--- src/design/double_ended_queue_defines.svh ---
// Assertion macros shared by the double-ended queue RTL.
// Depends on nothing; included by the top level only.
`ifndef DOUBLE_ENDED_QUEUE_DEFINES_SVH
`define DOUBLE_ENDED_QUEUE_DEFINES_SVH

// Same-cycle implication, disabled while reset is low.
`define DEQ_ASSERT_SAME(label, clk, rst_n, ante, cons, msg) \
  label: assert property (@(posedge clk) disable iff (!rst_n) (ante) |-> (cons)) \
    else $error(msg);

// Next-cycle implication, disabled while reset is low.
`define DEQ_ASSERT_NEXT(label, clk, rst_n, ante, cons, msg) \
  label: assert property (@(posedge clk) disable iff (!rst_n) (ante) |=> (cons)) \
    else $error(msg);

`endif

--- src/design/deq_pkg.sv ---
// Package for the double-ended queue: word types, command codes, FSM states.
// Used by deq_ctrl, deq_datapath and double_ended_queue.
package deq_pkg;

  localparam int DEQ_DEPTH = 64;
  localparam int WORD_W    = 32;
  localparam int FILL_W    = 7;

  // Command codes carried by each input word.
  typedef enum logic [1:0] {
    OP_PUSH_FRONT = 2'd0,
    OP_POP_FRONT  = 2'd1,
    OP_PUSH_BACK  = 2'd2,
    OP_POP_BACK   = 2'd3
  } deq_op_t;

  typedef struct packed {
    deq_op_t                    cmd;
    logic signed [WORD_W-1:0]   push_value;
  } deq_in_t;

  typedef struct packed {
    logic signed [WORD_W-1:0]   pop_value;
    logic                       empty_error;
    logic                       full_error;
    logic [FILL_W-1:0]          fill_count;
  } deq_out_t;

  // Controller states.
  typedef enum logic {
    ST_IDLE,
    ST_LOAD
  } deq_state_t;

  // Commands from the controller to the datapath.
  typedef struct packed {
    logic accept;
    logic load_out;
  } deq_ctl_t;

endpackage

--- src/design/double_ended_queue.sv ---
// Top level of the double-ended queue of signed 32-bit words.
// Depends on deq_pkg, deq_ctrl, deq_datapath and double_ended_queue_defines.svh.
//
// Usage:
//   Each input word on in_data is one command: push front, pop front, push
//   back or pop back. It is taken on a rising edge with in_valid high and
//   in_stall low. Every command gives exactly one result word on out_data,
//   taken on a rising edge with out_valid high and out_stall low.
//   A pop returns the removed value; a pop on an empty queue returns zero
//   with empty_error set, and a push on a full queue is dropped with
//   full_error set. fill_count is the number of words held afterwards,
//   kept to its low seven bits.
//   A taken command moves the controller to its load state while the store
//   read is registered; out_valid rises when the result register is loaded,
//   which waits for that register to be free. No new command is taken before
//   this load, which follows the registered read of the single-port word store.
//   A new command is taken while an earlier result still waits; a stalled
//   receiver holds the result, and the next command then waits in the core.
//   Reset (rst_n low, synchronous) empties the queue and drops any result;
//   the store contents are not cleared and need no clearing pass.
module double_ended_queue #(
  parameter int DEPTH = deq_pkg::DEQ_DEPTH
) (
  input  logic              clk,
  input  logic              rst_n,
  input  logic              in_valid,
  output logic              in_stall,
  input  deq_pkg::deq_in_t  in_data,
  output logic              out_valid,
  input  logic              out_stall,
  output deq_pkg::deq_out_t out_data
);
  import deq_pkg::*;
  `include "double_ended_queue_defines.svh"

  deq_ctl_t ctl;

  // Command sequencing.
  deq_ctrl u_ctrl (
    .clk       (clk),
    .rst_n     (rst_n),
    .in_valid  (in_valid),
    .in_stall  (in_stall),
    .out_valid (out_valid),
    .out_stall (out_stall),
    .ctl       (ctl)
  );

  // Storage and result.
  deq_datapath #(
    .DEPTH (DEPTH)
  ) u_datapath (
    .clk      (clk),
    .rst_n    (rst_n),
    .ctl      (ctl),
    .in_data  (in_data),
    .out_data (out_data)
  );

  // Checks on the result word and command sequencing.
  `DEQ_ASSERT_SAME(a_empty_zero, clk, rst_n, out_valid && out_data.empty_error,
    out_data.pop_value == '0 && !out_data.full_error,
    "failed pop must return zero without full flag")
  `DEQ_ASSERT_SAME(a_full_count, clk, rst_n, out_valid && out_data.full_error,
    out_data.fill_count == FILL_W'(DEPTH) && !out_data.empty_error,
    "dropped push must report a full queue")
  `DEQ_ASSERT_NEXT(a_one_cmd, clk, rst_n, in_valid && !in_stall, in_stall,
    "a second command was taken before the first finished")

endmodule

--- src/design/deq_ctrl.sv ---
// Controller for the double-ended queue: sequences accept and result load.
// Depends on deq_pkg.
module deq_ctrl (
  input  logic              clk,
  input  logic              rst_n,
  input  logic              in_valid,
  output logic              in_stall,
  output logic              out_valid,
  input  logic              out_stall,
  output deq_pkg::deq_ctl_t ctl
);
  import deq_pkg::*;

  deq_state_t state_r, state_nxt;
  logic       out_valid_r, out_valid_nxt;

  // State and result-valid registers.
  always_ff @(posedge clk) begin
    if (!rst_n) begin
      state_r     <= ST_IDLE;
      out_valid_r <= 1'b0;
    end else begin
      state_r     <= state_nxt;
      out_valid_r <= out_valid_nxt;
    end
  end

  // Next state: a command is executed on accept, then its result waits for
  // the output register to be free.
  always_comb begin
    state_nxt = state_r;
    unique case (state_r)
      ST_IDLE: begin
        if (in_valid) state_nxt = ST_LOAD;
      end
      ST_LOAD: begin
        if (!out_valid_r || !out_stall) state_nxt = ST_IDLE;
      end
      default: state_nxt = ST_IDLE;
    endcase
  end

  // Outputs and datapath commands.
  always_comb begin
    in_stall     = 1'b1;
    ctl.accept   = 1'b0;
    ctl.load_out = 1'b0;
    unique case (state_r)
      ST_IDLE: begin
        in_stall   = 1'b0;
        ctl.accept = in_valid;
      end
      ST_LOAD: begin
        ctl.load_out = !out_valid_r || !out_stall;
      end
      default: in_stall = 1'b1;
    endcase
  end

  // The result register holds until the receiver takes it.
  always_comb begin
    if (ctl.load_out) begin
      out_valid_nxt = 1'b1;
    end else if (!out_stall) begin
      out_valid_nxt = 1'b0;
    end else begin
      out_valid_nxt = out_valid_r;
    end
  end

  assign out_valid = out_valid_r;

endmodule

--- src/design/deq_datapath.sv ---
// Datapath for the double-ended queue: word store, front pointer, count,
// and the result register. Depends on deq_pkg.
module deq_datapath #(
  parameter int DEPTH = deq_pkg::DEQ_DEPTH
) (
  input  logic              clk,
  input  logic              rst_n,
  input  deq_pkg::deq_ctl_t ctl,
  input  deq_pkg::deq_in_t  in_data,
  output deq_pkg::deq_out_t out_data
);
  import deq_pkg::*;

  localparam int PTR_W = (DEPTH > 1) ? $clog2(DEPTH) : 1;
  localparam int CNT_W = $clog2(DEPTH + 1);
  localparam int SUM_W = CNT_W + 1;

  logic [WORD_W-1:0] mem [DEPTH];
  logic [WORD_W-1:0] rd_data_r;

  logic [PTR_W-1:0]  front_r, front_nxt;
  logic [CNT_W-1:0]  count_r, count_nxt;

  logic              pend_pop_ok_r;
  logic              pend_empty_r;
  logic              pend_full_r;
  deq_out_t          out_data_r;

  logic              is_full, is_empty;
  logic [PTR_W-1:0]  front_dec, front_inc;
  logic [SUM_W-1:0]  sum_push, sum_pop;
  logic [PTR_W-1:0]  back_push, back_pop;
  logic [PTR_W-1:0]  addr;
  logic              wr_en, rd_en;
  logic              empty_err, full_err;

  assign is_full  = (count_r == CNT_W'(DEPTH));
  assign is_empty = (count_r == '0);

  // Wrapping pointer arithmetic; each sum stays below twice the depth where it is used.
  assign front_dec = (front_r == '0) ? PTR_W'(DEPTH - 1) : front_r - 1'b1;
  assign front_inc = (front_r == PTR_W'(DEPTH - 1)) ? '0 : front_r + 1'b1;
  assign sum_push  = SUM_W'(front_r) + SUM_W'(count_r);
  assign sum_pop   = SUM_W'(front_r) + SUM_W'(count_r) - 1'b1;
  assign back_push = (sum_push >= SUM_W'(DEPTH)) ? PTR_W'(sum_push - SUM_W'(DEPTH))
                                                 : PTR_W'(sum_push);
  assign back_pop  = (sum_pop >= SUM_W'(DEPTH)) ? PTR_W'(sum_pop - SUM_W'(DEPTH))
                                                : PTR_W'(sum_pop);

  // Command decode: store address, pointer updates and error flags.
  always_comb begin
    addr      = front_r;
    wr_en     = 1'b0;
    rd_en     = 1'b0;
    empty_err = 1'b0;
    full_err  = 1'b0;
    front_nxt = front_r;
    count_nxt = count_r;
    unique case (in_data.cmd)
      OP_PUSH_FRONT: begin
        if (is_full) begin
          full_err = 1'b1;
        end else begin
          addr      = front_dec;
          wr_en     = ctl.accept;
          front_nxt = front_dec;
          count_nxt = count_r + 1'b1;
        end
      end
      OP_POP_FRONT: begin
        if (is_empty) begin
          empty_err = 1'b1;
        end else begin
          addr      = front_r;
          rd_en     = ctl.accept;
          front_nxt = front_inc;
          count_nxt = count_r - 1'b1;
        end
      end
      OP_PUSH_BACK: begin
        if (is_full) begin
          full_err = 1'b1;
        end else begin
          addr      = back_push;
          wr_en     = ctl.accept;
          count_nxt = count_r + 1'b1;
        end
      end
      OP_POP_BACK: begin
        if (is_empty) begin
          empty_err = 1'b1;
        end else begin
          addr      = back_pop;
          rd_en     = ctl.accept;
          count_nxt = count_r - 1'b1;
        end
      end
      default: begin
        empty_err = 1'b0;
      end
    endcase
  end

  // Word store with registered read data.
  always_ff @(posedge clk) begin
    if (wr_en) mem[addr] <= in_data.push_value;
    if (rd_en) rd_data_r <= mem[addr];
  end

  // Queue pointer and count.
  always_ff @(posedge clk) begin
    if (!rst_n) begin
      front_r <= '0;
      count_r <= '0;
    end else if (ctl.accept) begin
      front_r <= front_nxt;
      count_r <= count_nxt;
    end
  end

  // Flags of the command in flight.
  always_ff @(posedge clk) begin
    if (!rst_n) begin
      pend_pop_ok_r <= 1'b0;
      pend_empty_r  <= 1'b0;
      pend_full_r   <= 1'b0;
    end else if (ctl.accept) begin
      pend_pop_ok_r <= rd_en;
      pend_empty_r  <= empty_err;
      pend_full_r   <= full_err;
    end
  end

  // Result register; the count already holds the post-command value.
  always_ff @(posedge clk) begin
    if (ctl.load_out) begin
      out_data_r.pop_value   <= pend_pop_ok_r ? rd_data_r : '0;
      out_data_r.empty_error <= pend_empty_r;
      out_data_r.full_error  <= pend_full_r;
      out_data_r.fill_count  <= FILL_W'(count_r);
    end
  end

  assign out_data = out_data_r;

endmodule

--- config.mk ---
export PLATFORM = sky130hd
export DESIGN_NAME = double_ended_queue
export DESIGN_NICKNAME = d
export VERILOG_FILES = /design/src/design/deq_pkg.sv /design/src/design/double_ended_queue.sv /design/src/design/deq_ctrl.sv /design/src/design/deq_datapath.sv
export VERILOG_INCLUDE_DIRS = /design/src /design/src/design
export SDC_FILE = /design/constraint.sdc
export NUM_CORES = 2
export LEC_CHECK = 0
export BUFFER_PORTS_ARGS = -buffer_cell sky130_fd_sc_hd__buf_2
export CAP_MARGIN = 0
export CORE_UTILIZATION = 40
export DETAILED_ROUTE_END_ITERATION = 8
export PLACE_DENSITY = 0.61
export SETUP_SLACK_MARGIN = 0.3
export SKIP_CTS_REPAIR_TIMING = 1
export SYNTH_ARGS = -nofsm -noshare
export SYNTH_HDL_FRONTEND = slang
export SYNTH_SLANG_ARGS = --single-unit
--- constraint.sdc ---
create_clock -name clk -period 11.1 [get_ports clk]
set_input_delay 2.22 -clock clk [delete_from_list [all_inputs] [get_ports clk]]
set_output_delay 2.22 -clock clk [all_outputs]
set_load 0.05 [all_outputs]
* After elaboration in Yosys (flattened, before gate mapping)
Memories as Yosys holds them, arrays and structs flattened. A register that Yosys moved wholly into a read port is not among the register bits.
Index checks and enable logic that the tools add are counted.
** Operators by class
- $add $sub $neg :: 8
- Magnitude comparators :: 2
- Eq/ne operators :: 9
- Muxes and demuxes :: 31
- Bitwise logic cells :: 1
- Reductions and logical operators :: 11
** Operator list (count)
- two-way mux 6 bit :: 8
- one-hot mux 6 bit (4 select lines) :: 1
- subtractor 6 x 1 -> 6 bit, second input constant :: 3
- two-way mux 1 bit :: 17
- greater-or-equal comparator 8 x 7 -> 1 bit, second input constant :: 2
- two-way mux 7 bit :: 2
- one-hot mux 7 bit (2 select lines) :: 1
- one-hot mux 6 bit (2 select lines) :: 1
- adder 6 x 7 -> 8 bit :: 1
- subtractor 8 x 1 -> 8 bit, second input constant :: 1
- adder 7 x 1 -> 7 bit, second input constant :: 1
- equality test 7 bit, second input constant :: 1
- logical NOT 7 bit :: 1
- subtractor 7 x 1 -> 7 bit, second input constant :: 1
- adder 6 x 1 -> 6 bit, second input constant :: 1
- equality test 6 bit, second input constant :: 1
- logical NOT 6 bit :: 1
- != test 2 bit, second input constant :: 3
- AND reduction 3 bit :: 2
- equality test 2 bit, second input constant :: 2
- OR reduction 2 bit :: 2
- equality test 2 x 1 -> 1 bit, second input constant :: 1
- logical NOT 1 bit :: 2
- logical NOT 2 bit :: 1
- 5 further kinds :: 5
** Storage, ports and cells
- Flip-flop bits (word level) :: 59
- Bits in writable memories :: 2048
- Input port bits :: 38
- Memories :: 1
** Memories
- u_datapath.mem :: depth 64, width 32, read ports 1, clocked after Yosys merged registers in 1, wr ports 1, RTL line deq_datapath.sv:18 : logic [WORD_W-1:0] mem [DEPTH];

* Depth between registers and ports, before layout
- Depth after elaboration :: 6
- Gate-level depth with buffers :: 17
- Depth with buffers taken out :: 13

* Modules after synthesis
From an unflattened synthesis, not the netlist that was laid out.
** Second synthesis, totals
- Cell total of the unflattened synthesis :: 5235
- Area, all modules :: 84178.2 sq um
** By module, submodules not included
- deq_datapath :: instances 1, cells an instance 5226, area each 84091.9 sq um, seq. area each 64011.4 sq um
- deq_ctrl :: instances 1, cells an instance 9, area each 86.3 sq um, seq. area each 40.0 sq um

* Worst setup path before layout
OpenSTA, ideal clock, no wires.
- Path type :: input -> register
- Start point :: input port in_data[33] (netlist bit)
- End point :: memory u_datapath.mem[0][0] (enable)
- Setup time :: 0.421 ns
- Data arrival time :: 5.876 ns
- Path slack :: 4.803 ns
- Stages on the path :: 11
- Cells stage by stage :: clkbuf_1 -> nor2_1 -> o211ai_1 -> a21oi_1 -> a211oi_2 -> buf_2 -> buf_2 -> buf_2 -> nor4_1 -> nand3_1 -> nor2_1
** Between the ends
- Cells in the longest elaborated chain, start to end :: 5
- Elaborated cells between the ends (all ways) :: 9
- Those cells by class :: 3 x eq/ne; 4 x mux; 2 x reduce/logical
** Ends and longest elaborated chain
- from (decl) :: RTL line double_ended_queue.sv:28 : input deq_pkg::deq_in_t in_data,
- equality test 2 bit / logical NOT 2 bit (equally long branches) :: RTL line deq_datapath.sv:59 : unique case (in_data.cmd)
- OR reduction 2 bit (no line)
- two-way mux 1 bit
- two-way mux 1 bit :: RTL line deq_datapath.sv:106 : if (wr_en) mem[addr] <= in_data.push_value;
- two-way mux 1 bit (implied by the code) :: RTL line deq_datapath.sv:106
- to (decl) :: RTL line deq_datapath.sv:18
Parallel ways exist; a longest one is shown, timed or not.

* Worst setup path in the final report
- Start point :: input port in_data[32] (netlist bit)
- End point :: register u_datapath.rd_data_r[2], read port of u_datapath.mem, data pin
** Between the ends
- Cells in the longest elaborated chain, start to end :: 3
- Elaborated cells between the ends (all ways) :: 7
- Those cells by class :: 3 x eq/ne; 2 x mux; 2 x reduce/logical
** Ends and longest elaborated chain
- equality test 2 x 1 -> 1 bit / equality test 2 bit (equally long branches) :: RTL line deq_datapath.sv:59
- OR reduction 2 bit (no line)
- two-way mux 1 bit
- to (decl) :: RTL line deq_datapath.sv:19 : logic [WORD_W-1:0] rd_data_r;
Parallel ways exist; a longest one is shown, timed or not.
A chain may end at the register's enable or synchronous reset.

==> metrics.cfg <==
[placement]
hpwlAfterDp_mm=122.6
gp_congestion=0.8424
numPortBuffers=80

[yosys]
seq_area_frac_synth=0.7413
syn-num-nets=4923
ys_top_cells_by_area=edfxtp_1 (74%), mux2i_1 (14%), mux2_2 (3.3%), a22oi_1 (1.3%), buf_2 (0.83%)
syn_inst=4869
synth-seq-cells=2139
netlist-cell-type-count=72
synth_edf_count=2121
synth_ff_type=edfxtp_1
netlist_area_mm2=0.08641
syn_avg_cell_area_um2=17.75
yosysTopAreaCell=edfxtp_1
synth_top_area_frac=0.7371
async_flop_share=0
yosys_warnings=0

[routing]
drc=0
wl_met2_mm=102.0
num_vias=45110
vias_per_cell=5.606
routed-wl-met3_mm=16.92
drt_first_pass_iters=6
drt_iter0_markers=5018
ant_nets=0
met1_length_mm=98.43
wl_mm=223.0
wl_per_cell_um=27.71
topRoutingLayerUsed=met5

[floorplanning]
die_w_um=466.8
num_rows=170
dieArea_mm2=0.2179
initial_core_util=0.4026
pin_count=81
die_h_um=466.8
fp.coreArea_mm2=0.2146

[layout]
area_delta_synth_final_pct=12.91
fin_nets=5084
fillers=18070
multi_input_area_mm2=0.02166
seqCellArea_mm2=0.06405
layout-drive-gt1-share=0.1649

[worst_setup_path]
r2r-end=u_datapath.rd_data_r[2]$_DFFE_PP_
r2r_start=u_datapath.front_r[0]$_SDFFE_PN0P_
arrival_ns=7.67
startpoint_type=input port
reg2reg_setup_slack_ns=4.64
r2r_cells=15
crit_type=input port to flop
worstPathRequired_ns=11.67
critPathCaptureType=flop
path_max_fanout=60

[clocking]
root_buffer=clkbuf_16
cts.path.max_buffers=3
cts_sinks=2139
cts_buffers=210
path_clk_slew_ns=0.06
cts_tree=built
h-tree-depth=4
clk_latency_ns=0.87

[power_and_ir_drop]
p_per_area_mw_per_mm2=235.0
power.leakage_nw=33.36
peakVddDrop_mv=0.1916
p_total_mw=22.92

[global_routing]
antenna_found_initial=22
grt_max_degree=124
track_usage=0.2018
grt_pass1_vias=43930
grt_pass1_wl_mm=318.1
grt_overflow=0

[worst_hold_path]
min_path_type=flop to flop
holdPathStages=0
hold_end=u_datapath.out_data[7]$_DFFE_PP_
hold_start=u_datapath.pend_full_r$_SDFFE_PN0P_

[sta]
period_share=0.6392
clock_skew_ns=0.03532
setup_total_negative_slack_ns=0
whs_ns=0.4365
fmax_ghz=0.1409
report.final.slew_viol_count=0
finalSetupViolations=0
period_minus_slack_ns=7.095
hold_violations=0
max_slew_margin=0.1702
tightest_slew_ns=1.245
rsz0062_at_grt=no

[outcome]
status=completed

[run]
cap_violations=0

kinds of logic after synthesis:
kind of cell,Yosys count,share of synthesized area
buffers and inverters,295,0.01536
AO/OA/AOI/OAI,492,0.04065
adder cells (fa/ha/maj),16,0.002491
AND/OR/NAND/NOR,422,0.02211
flip-flops,2139,0.7413
multiplexers,1489,0.1763
XOR/XNOR,16,0.001781
metal layers:
metal,vias to the layer above,GRT usage
li1,19700,-
met1,23410,0.2861
met2,1691,0.3144
met3,301,0.04022
met4,8,0.05776
met5,-,0
state kept, by name, summed over array words and instances, names as in the netlist:
| register | count |
|---|---|
| u_datapath.mem | 2048 |
| u_ctrl.out_valid | 1 |
| u_datapath.rd_data_r | 32 |
| u_datapath.out_data | 41 |
| u_datapath.pend_empty_r | 1 |
| u_datapath.count_r | 7 |
| u_datapath.front_r | 6 |
| u_datapath.pend_pop_ok_r | 1 |
| u_datapath.pend_full_r | 1 |
| u_ctrl.state_r | 1 |
layout make-up:
| cell class | instances | share of cell area |
|---|---|---|
| flip-flops and latches | 2139 | 0.6565 |
| multi-input cells | 2435 | 0.2220 |
| clock buffers | 259 | 0.05619 |
| well taps | 2838 | 0.03640 |
| repair buffers | 223 | 0.01613 |
| clock inverters | 126 | 0.01177 |
| inverters | 21 | 0.0008080 |
| diodes | 6 | 0.0001539 |
Yosys cell counts, types with 16 or more instances:
library cell  instances
a21oi_1             121
a222oi_1             34
a22o_1               31
a22oi_1             152
a31oi_1              33
and2_1               34
buf_2               143
clkbuf_1            114
dfxtp_1              18
edfxtp_1           2121
inv_1                19
mux2_2              254
mux2i_1            1234
nand2_1             187
nand3_1              21
nand4_1              34
nor2_1               98
o21ai_0              16
critical path, cell delays in order:
cell,delay (ns)
buf_2,0.52
clkinv_1,0.52
nor3_1,0.43
a221o_1,0.38
o21a_4,0.54
buf_4,0.66
buf_4,0.86
mux2i_1,0.28
mux2i_1,0.10
mux2_2,0.30
a22oi_1,0.54
nand4_1,0.17
cell usage in the layout, fill, tap and decap left out, types with 36 or more instances in the layout:
cell / instances
mux2_2: 254
a21oi_1: 119
clkbuf_1: 47
clkinv_2: 36
nor2_4: 65
buf_4: 135
clkinv_1: 55
a22oi_1: 152
clkbuf_16: 212
nand2_1: 187
buf_2: 80
mux2i_1: 1234
edfxtp_1: 2121
metrics by stage:
| stage | worst slack, ns | cells | area, µm² | utilization |
|---|---|---|---|---|
| final | 4.005 | 8047 | 97560 | 0.4546 |
| after global routing | 3.647 | 8042 | 97550 | 0.4545 |
| after CTS | 4.150 | 8041 | 97550 | 0.4545 |
| after detailed placement | 3.219 | 7656 | 90920 | 0.4236 |
| after global placement | 3.307 | 7656 | 90920 | 0.4236 |
| after floorplan | 4.803 | 4869 | 86410 | - |
report_power, final:
part	internal, mW	switching [mW]	total [mW]
Sequential	9.10	0.0834	9.18
Clock	3.86	3.04	6.90
Combinational	2.69	4.15	6.84
how the worst max path moves through the flow:
stage           startpoint                                  to  slack (ns)
6_report       in_data[32]   u_datapath.rd_data_r[2]$_DFFE_PP_        4.00
5_1_grt        in_data[32]   u_datapath.rd_data_r[6]$_DFFE_PP_        3.65
4_1_cts        in_data[32]  u_datapath.rd_data_r[30]$_DFFE_PP_        4.15
3_5_place_dp   in_data[32]   u_datapath.rd_data_r[2]$_DFFE_PP_        3.22
3_3_place_gp   in_data[32]  u_datapath.rd_data_r[28]$_DFFE_PP_        3.31
2_1_floorplan  in_data[33]      u_datapath.mem[0][0]$_DFFE_PP_        4.80
Note: power is estimated with default switching activity, not from simulation.
